$ cat config.mk
export PLATFORM = sky130hd
export DESIGN_NAME = dtf_idx_check
export DESIGN_NICKNAME = d
export VERILOG_FILES = /design/src/rtl/dtf_pkg.sv /design/src/rtl/dtf_idx_check.sv
export SDC_FILE = /design/constraint.sdc
export NUM_CORES = 1
export LEC_CHECK = 0
export BUFFER_PORTS_ARGS = -buffer_cell sky130_fd_sc_hd__buf_2
export CORE_MARGIN = 3
export CORE_UTILIZATION = 45
export DETAILED_ROUTE_END_ITERATION = 8
export PLACE_DENSITY = 0.83
export RECOVER_POWER = 25
export SYNTH_ARGS = -nofsm -noshare
export SYNTH_HDL_FRONTEND = slang
export SYNTH_SLANG_ARGS = --single-unit
$ cat constraint.sdc
create_clock -name vclk -period 3.1
set_input_delay 0.465 -clock vclk [all_inputs]
set_output_delay 0.465 -clock vclk [all_outputs]
set_load 0.03 [all_outputs]
$ cat src/rtl/dtf_pkg.sv
// Shared constants and types for the degenerate triangle filter.
package dtf_pkg;

    localparam int IDX_WIDTH       = 25;
    localparam int NUM_IDX         = 3;
    localparam int NUM_COORD       = 9;
    localparam int NUM_EDGE        = 6;
    localparam int THR_WIDTH       = 64;
    localparam int CFG_INDEX_WIDTH = 8;
    localparam int CFG_DATA_WIDTH  = 64;
    localparam int OUT_TDATA_WIDTH = 8;

    // Register stages from accept to the output register.
    localparam int NUM_STAGES = 9;

    localparam logic [CFG_INDEX_WIDTH-1:0] CFG_VERTEX_COUNT   = 8'd0;
    localparam logic [CFG_INDEX_WIDTH-1:0] CFG_AREA_THRESHOLD = 8'd1;

    localparam logic [IDX_WIDTH-1:0] VERTEX_COUNT_RESET   = 25'd0;
    localparam logic [THR_WIDTH-1:0] AREA_THRESHOLD_RESET = 64'd184467;

    typedef logic [1:0] reason_t;

    localparam reason_t REASON_KEEP   = 2'd0;
    localparam reason_t REASON_REPEAT = 2'd1;
    localparam reason_t REASON_RANGE  = 2'd2;
    localparam reason_t REASON_AREA   = 2'd3;

    typedef struct packed {
        logic repeated;
        logic out_of_range;
    } idx_status_t;

endpackage

$ cat src/rtl/dtf_idx_check.sv
// Vertex index checks: repeated index and negative or out-of-range index.
module dtf_idx_check (
    input  logic [dtf_pkg::IDX_WIDTH-1:0] index_a,
    input  logic [dtf_pkg::IDX_WIDTH-1:0] index_b,
    input  logic [dtf_pkg::IDX_WIDTH-1:0] index_c,
    input  logic [dtf_pkg::IDX_WIDTH-1:0] vertex_count,
    output dtf_pkg::idx_status_t          status
);

    logic neg_any;
    logic high_any;

    always_comb
    begin
        status.repeated = (index_a == index_b) || (index_b == index_c)
                        || (index_a == index_c);
        neg_any  = index_a[dtf_pkg::IDX_WIDTH-1] | index_b[dtf_pkg::IDX_WIDTH-1]
                 | index_c[dtf_pkg::IDX_WIDTH-1];
        high_any = (index_a >= vertex_count) || (index_b >= vertex_count)
                 || (index_c >= vertex_count);
        status.out_of_range = neg_any | high_any;
    end

endmodule

==> results of run 1 <==
## kinds of logic (layout without fill, tap and decap cells)
kind of cell / count (synthesis) / in the layout
AOI/OAI and AO/OA: 51 / 51
xor gates and xnor gates: 74 / 74
adders and majority gates: 76 / 76
buffers and inverters: 30 / 132
and+or+nand+nor: 97 / 97
## path summary, 6_finish.rpt
path | from | end | slack, ns | cells after the start
worst max-delay path | vertex_count[24] | status[0] | 0.26 | 10
worst min-delay path | index_b[16] | status[0] | 1.63 | 5
## cell usage after synthesis
library cell  count  area, um2
nand4_1          28      175.2
xor2_1           39      341.6
a22oi_1           1      7.510
nand3_1          11      55.05
nor4_1            9      56.30
o21ai_0          11      55.05
inv_1            30      112.6
a211oi_1          9      67.56
o41ai_1           1      8.760
nand2_1          15      56.30
nor4_2            3      37.54
ha_1             76      950.9
o22ai_1           1      6.260
a31oi_1           1      6.260
a21o_1            6      45.04
a32oi_1           1      8.760
nand4b_1          1      8.760
nor2_1           14      52.55
xnor2_1          35      306.5
a21oi_1          20      100.1
nor3_1           16      80.08
## final cells by class
cell class / instances / area, um2 / share of cell area, %
multi-input combinational: 298 / 2426 / 77.37
inverter: 30 / 112.6 / 3.591
tap: 70 / 87.58 / 2.793
timing repair buffer: 102 / 509.2 / 16.24
## routing by layer
metal,vias up,share of wire (%)
li1,1416,-
met2,133,47
met3,15,8.5
met4,0,1.8
met5,-,0
met1,1254,43
## power breakdown
group,switching (mW),internal [mW]
registers,0,0
clock network,0,0
logic,0.245,0.190
## through the flow
step	instance area [um2]	util [%]
after detailed placement	3137	59.52
after floorplan	2539	-
after global routing	3136	59.50
after global placement	3137	59.52
after CTS	3137	59.52
final	3136	59.50
## worst min-delay path: stages
cell and delay [ns]:
buf_2 0.13, ha_1 0.14, o21ai_0 0.08, nand4b_1 0.14, buf_2 0.21
==> metrics.txt, run 1 <==
worst slew pin tran between 0.4 and 0.5 ns; Most common cell on crit path buf_2; Ys Warns 0; antenna viol nets, final 0; Pwr Density 138.5 nW/um2; commonest non-fill, non-tap cells in the layout buf_2 (101), ha_1 (76), xor2_1 (39); vias in the first global route ~2700; Post-CTS Hold Buffers 0; Residual DRC 0; share of cells above drive strength 1 roughly 24%; M2 GR Usage 41.79%; largest net degree at the start of global routing 5; Peak VDD IR ~0.064 mV; cts repair resizes 0; routability cong. approximately 1; compound-cell area share of the yosys netlist between 10% and 20%; final hold vios 0; routed wire length just over 8 mm; critical-path cell list buf_2 -> inv_1 -> ha_1 -> nand4_1 -> nor4_2 -> a32oi_1 -> nand3_1 -> a31oi_1 -> nand4b_1 -> buf_2; initial antenna violation count 0; Post-Synth Adder-Cell Area 37.46%; Setup violations, final 0; Pre-antenna DRT Iters 5; NumNets Final about 610; CLK BUF 0; first-pass GRT wire length between 10 and 15 mm; Die Width just over 80 um; main combinational cell family by area after synthesis adder cells; placed insts 500; Crit path arrival time roughly 2.4 ns; P&R area growth vs syn 23.51%; Fillers approximately 520; Core Region roughly 5300 um2; Syn Area/Cell about 7.7 um2; Setup crit end kind primary output; CP delay by family, top simple AND/OR/NAND/NOR gates; CP max stage cell nor4_2; Seq Cell Count 0; FP Rows 26; final period utilization roughly nine tenths; Synth Area in Simple Gates about 21%; via count 2818; P_leak roughly 1.6 nW; syn nets about 500; DR iter-0 viols 160; Yosys cell types 21; GRT met1 Usage between 30% and 40%; busiest grt layer met2; commonest non-fill, non-tap cell in the layout buf_2; Chip Height a little over 80 um; antenna cells 0; M3 GR Usage roughly 2.3%; register area 0 um2; pre-CTS setup slack between 0.3 and 0.4 ns; Max-Slew Margin vs Limit between 70% and 80%; Initial Utilization between 40% and 50%; Wirelength per Cell 16.38 um; hold slack about 1.6 ns; sequential share of the synthesized area 0%; setup_tns 0 ns; CP max stage delay around 0.5 ns; max-slew violations 0; Mapped Cells 328; worst path bufs/invs 3; CP required between 2 and 3 ns; grt total ovfl 0; Worst Setup Start Kind input pin; non-filler instance count after layout 500; Max-cap violations 0; Cell Area, Synth 2539 um2; Crit Path Max Fanout 3; HPWL after detailed placement 7.558 mm; die area 6579 um2; run status finished clean; Synth Area in XOR/XNOR between 20% and 30%; num ports between 100 and 150; post-CTS setup buffer count 0; gr usage total 24.38%; fmax roughly 0.35 GHz; RSZ-0062 raised after global routing no; setup ws final 0.2573 ns; via/cell ratio roughly 5.6; Power Total 434.3 uW; Final Critical Period 2.843 ns; mux cell area share after synthesis 0%; WS Path Type input pin to primary output; Hold Path Class input pin to primary output; PortBufs slightly above 100
Power figures use the tool's default switching activity.
==> run 2, diff against run 1 <==
--- a/config.mk
+++ b/config.mk
@@ -6,6 +6,7 @@
 export NUM_CORES = 1
 export LEC_CHECK = 0
 export BUFFER_PORTS_ARGS = -buffer_cell sky130_fd_sc_hd__buf_2
+export CORE_ASPECT_RATIO = 1.2
 export CORE_MARGIN = 3
 export CORE_UTILIZATION = 45
 export DETAILED_ROUTE_END_ITERATION = 8
==> run 2 against run 1 <==
Compared with the run above: hold slack got worse by 0.00063 ns; core utilization fell by 1.3 points; cell count fell by 1.6%; routed wire length fell by 2.4%; sequential share of layout area did not move; non-clock buffer count did not move; count of clock-buffer cells in the layout did not move; global-route usage fell by 0.34 points; combinational power fell by 0.9%; die area barely moved; design area fell by 0.32%; worst setup slack improved by 0.022 ns; highest routed layer unchanged.
==> metrics.txt, run 2 (synthesis results as in run 1) <==
antenna viol nets, final 0 (unchanged); cell area after layout 3126 um2 (-0.32%); via/cell ratio 5.709 (+1.3%); WS Path Type input pin to primary output; final hold vios 0 (unchanged); final period utilization 91.00% (-0.71 points); Most common cell on crit path buf_2; Hold Path Class input pin to primary output; grt total ovfl 0 (unchanged); Worst Setup Start Kind input pin; Residual DRC 0 (unchanged); post-CTS setup buffer count 0 (unchanged); Setup crit end kind primary output; P_leak 1.591 nW (unchanged); Crit Path Max Fanout 3 (unchanged); RSZ-0062 raised after global routing no; Peak VDD IR 0.05770 mV (-9.3%); register area 0 um2 (unchanged); CP max stage cell nor4_2; via count 2809 (-0.32%); cts repair resizes 0 (unchanged); num ports 102 (unchanged); Initial Utilization 47.27% (-0.90 points); largest net degree at the start of global routing 5 (unchanged); hold slack 1.632 ns (-0.0006300 ns); Pre-antenna DRT Iters 4 (-1); Max-cap violations 0 (unchanged); worst slew pin tran 0.4295 ns (-0.008770 ns); Pwr Density 137.7 nW/um2 (-0.57%); setup_tns 0 ns (unchanged); Max-Slew Margin vs Limit 71.10% (+0.59 points); vias in the first global route 2824 (+4.5%); CP Launch Point vertex_count[24]; max-slew violations 0 (unchanged); routability cong. 0.9519 (-6.0%); routed wire length 7.996 mm (-2.4%); Core Region 5370 um2 (+1.9%); commonest non-fill, non-tap cell in the layout buf_2; Wirelength per Cell 16.25 um (-0.81%); initial antenna violation count 0 (unchanged); Final Critical Period 2.821 ns (-0.02189 ns); PortBufs 102 (unchanged); first-pass GRT wire length 12.52 mm (-1.0%); antenna cells 0 (unchanged); commonest non-fill, non-tap cells in the layout buf_2 (101), ha_1 (76), xor2_1 (39); NumNets Final 608 (unchanged); share of cells above drive strength 1 24.19% (unchanged); die area 6583 um2 (about the same); Seq Cell Count 0 (unchanged); Die Width 74.57 um (-8.1%); post-layout util 58.20% (-1.3 points); Post-CTS Hold Buffers 0 (unchanged); FP Rows 29 (+12%); gr usage total 24.04% (-0.34 points); critical-path cell list buf_2 -> inv_1 -> ha_1 -> nand4_1 -> nor4_2 -> a32oi_1 -> nand3_1 -> a31oi_1 -> nand4b_1 -> buf_2; Setup violations, final 0 (unchanged); Crit path arrival time 2.36 ns (-0.02 ns); CP max stage delay 0.48 ns (-0.02 ns); P&R area growth vs syn 23.11%; HPWL after detailed placement 7.452 mm (-1.4%); CP Capture Point status[0]; CP required 2.63 ns (about the same); cell area after placement 3127 um2 (-0.32%); Chip Height 88.28 um (+8.8%); fmax 0.3545 GHz (+0.78%); DR iter-0 viols 176 (+10%); CLK BUF 0 (unchanged); run status finished clean
[run 2: cell counts in the layout (fill, tap and decap cells not counted)]
No cell type changed its count.
[run 2: cell type report]
cell class	count	area, um2
fill	509	2245
multi-input combinational	298	2426
inverter	30	112.6
timing repair buffer	102	509.2
tap	62	77.57
[run 2: worst min path at each step]
| stage | from | to | slack, ns | cells past startpoint |
|---|---|---|---|---|
| floorplan | index_c[17] | status[1] | 1.37 | 5 |
| global placement | index_a[23] | status[1] | 1.59 | 7 |
| detailed placement | index_c[17] | status[1] | 1.59 | 7 |
| CTS | index_c[17] | status[1] | 1.59 | 7 |
| global route | index_b[16] | status[0] | 1.67 | 5 |
| finish | index_c[17] | status[1] | 1.63 | 7 |
[run 2: critical path: cells and delay by family]
kind	cells	cell delay [ns]
fa+ha+maj	1	0.33
compound gates	2	0.25
simple gates	4	0.97
buf+inv	3	0.35
[run 2: metal layers]
layer	global-route usage [%]	wire [um]	vias to the layer above
li1	-	-	1416
met1	30.22	3254	1269
met2	44.60	4059	106
met3	1.023	482	18
met4	5.340	200	0
met5	0	0	-
[run 2: through the flow]
step / std cells / power (mW) / setup WS (ns)
6_report: 492 / 0.4304 / 0.2791
3_3_place_gp: 492 / 0.4137 / 0.2964
5_1_grt: 492 / 0.4830 / 0.1933
3_5_place_dp: 492 / 0.4238 / 0.3356
4_1_cts: 492 / 0.4275 / 0.3271
2_1_floorplan: 328 / 0.2401 / 0.7597
[run 2: report_power, final]
| part | internal, mW | total, mW | leakage, nW | switching (mW) |
|---|---|---|---|---|
| registers | 0 | 0 | 0 | 0 |
| logic | 0.190 | 0.430 | 1.59 | 0.241 |
| clock network | 0 | 0 | 0 | 0 |
==> run 3, diff against run 2 <==
--- a/config.mk
+++ b/config.mk
@@ -5,12 +5,13 @@
 export SDC_FILE = /design/constraint.sdc
 export NUM_CORES = 1
 export LEC_CHECK = 0
+export ABC_AREA = 1
 export BUFFER_PORTS_ARGS = -buffer_cell sky130_fd_sc_hd__buf_2
 export CORE_ASPECT_RATIO = 1.2
 export CORE_MARGIN = 3
 export CORE_UTILIZATION = 45
 export DETAILED_ROUTE_END_ITERATION = 8
-export PLACE_DENSITY = 0.83
+export PLACE_DENSITY = 0.8
 export RECOVER_POWER = 25
 export SYNTH_ARGS = -nofsm -noshare
 export SYNTH_HDL_FRONTEND = slang
==> run 3 against run 2 <==
Compared with the run above: synthesized cell count grew 56%; core utilization fell by 1.4 points; hold slack worse by 0.027 ns; worst setup slack better by 0.48 ns; cell count grew 42%; flip-flop and latch count unchanged; maximum frequency rose by 20%; critical path type unchanged; critical endpoint unchanged; largest power group unchanged.
==> metrics.txt, run 3 <==
commonest non-fill, non-tap cells in the layout nand2_1 (150), buf_2 (101), ha_1 (76); Worst Setup Start Kind input pin; Setup crit end kind primary output; Final Critical Period 2.344 ns (-0.4764 ns); largest net degree at the start of global routing 5 (unchanged); Peak VDD IR 0.06457 mV (+12%); first-pass GRT wire length 14.89 mm (+19%); Ys Warns 0 (unchanged); setup_tns 0 ns (unchanged); FP Rows 32 (+10%); Max-cap violations 0 (unchanged); share of cells above drive strength 1 20.68% (-3.5 points); Synth Area in Simple Gates 36.18% (+16 points); main combinational cell family by area after synthesis simple AND/OR/NAND/NOR gates; num ports 102 (unchanged); post-layout util 56.82% (-1.4 points); critical-path cell list buf_2 -> inv_1 -> ha_1 -> nand2_1 -> nor2_2 -> nand2_1 -> nor2_1 -> nand2_1 -> nand2_1 -> nor2_1 -> nand2_1 -> nor2_1 -> nand2_1 -> buf_2; commonest non-fill, non-tap cell in the layout nand2_1; DR iter-0 viols 121 (-31%); antenna cells 0 (unchanged); P_leak 2.139 nW (+34%); syn nets 688 (+37%); final period utilization 75.63% (-15 points); CP required 2.63 ns (about the same); Pre-antenna DRT Iters 5 (+1); Seq Cell Count 0 (unchanged); pre-CTS setup slack 0.7698 ns (+0.4342 ns); Power Total 512.2 uW (+19%); RSZ-0062 raised after global routing no; Commonest cells post-synth nand2_1 (150), ha_1 (76), inv_1 (75); CP max stage delay 0.29 ns (-0.19 ns); Core Region 6566 um2 (+22%); register area 0 um2 (unchanged); routed wire length 9.349 mm (+17%); Yosys cell types 27 (+29%); Cell Area, Synth 3115 um2 (+23%); initial antenna violation count 0 (unchanged); Wirelength per Cell 13.37 um (-18%); via count 3462 (+23%); cts repair resizes 0 (unchanged); final hold vios 0 (unchanged); Setup violations, final 0 (unchanged); Die Width 81.96 um (+9.9%); Synth Area in XOR/XNOR 16.59% (-8.9 points); NumNets Final 792 (+30%); CP delay by family, top simple AND/OR/NAND/NOR gates; CLK BUF 0 (unchanged); gr usage total 22.98% (-1.1 points); max-slew violations 0 (unchanged); Residual DRC 0 (unchanged); CP max stage cell ha_1; PortBufs 102 (unchanged); routability cong. 1.004 (+5.5%); top cells by area, synth ha_1 (31%), nand2_1 (18%), xnor2_1 (12%), inv_1 (9.0%), nor2_1 (7.0%); worst path bufs/invs 3 (unchanged); grt total ovfl 0 (unchanged); vias in the first global route 3413 (+21%); Crit Path Max Fanout 3 (unchanged); P&R area growth vs syn 19.76%; Pwr Density 137.3 nW/um2 (-0.31%); Syn Area/Cell 6.085 um2 (-21%); Initial Utilization 47.45% (+0.17 points); Mapped Cells 512 (+56%); run status finished clean; setup ws final 0.7556 ns (+0.4764 ns); Fillers 672 (+32%); antenna viol nets, final 0 (unchanged); worst slew pin tran 0.3704 ns (-0.05913 ns); Most common cell on crit path nand2_1; Hold Path Class input pin to primary output; mux cell area share after synthesis 0% (unchanged); hold slack 1.605 ns (-0.02679 ns); die area 7962 um2 (+21%); Max-Slew Margin vs Limit 75.22% (+4.1 points); compound-cell area share of the yosys netlist 7.189% (-4.8 points); Post-Synth Adder-Cell Area 30.52% (-6.9 points); HPWL after detailed placement 8.504 mm (+14%); fmax 0.4265 GHz (+20%); WS Path Type input pin to primary output; top cell type by total area after synthesis ha_1; count leader, synth nand2_1; sequential share of the synthesized area 0% (unchanged); Yosys top cell area share 30.52% (-6.9 points); Post-CTS Hold Buffers 0 (unchanged); via/cell ratio 4.953 (-13%); post-CTS setup buffer count 0 (unchanged); Crit path arrival time 1.88 ns (-0.48 ns); Chip Height 97.15 um (+10%)
[run 3: area by class of cell]
cell class	instances	area, um2	area share (%)
timing repair buffer	102	509.2	13.65
tap	85	106.4	2.850
multi-input combinational	433	2819	75.55
inverter	79	296.5	7.948
[run 3: per-layer routing]
metal	global-route usage, %	up-vias	wire, um
met5	0	-	0
met4	5.627	0	293
met3	0.8349	23	465
met2	43.50	104	4671
met1	27.26	1507	3918
li1	-	1828	-
[run 3: per-stage QoR]
stage                     area (um2)  std cells
after floorplan                 3115        512
after global placement          3732        699
after detailed placement        3732        699
after CTS                       3732        699
after global routing            3731        699
final                           3731        699
[run 3: kinds of logic after synthesis]
kind of cell	count (synthesis)
AO/OA/AOI/OAI	39
XOR/XNOR	59
adder cells (fa/ha/maj)	76
buffers and inverters	79
AND/OR/NAND/NOR	259
[run 3: final timing paths]
path	startpoint	to	slack [ns]	cells after the start
max	vertex_count[8]	status[0]	0.76	14
min	index_c[4]	status[1]	1.61	7
[run 3: power breakdown]
part | switching (mW) | internal [mW]
registers | 0 | 0
logic | 0.299 | 0.213
clock network | 0 | 0
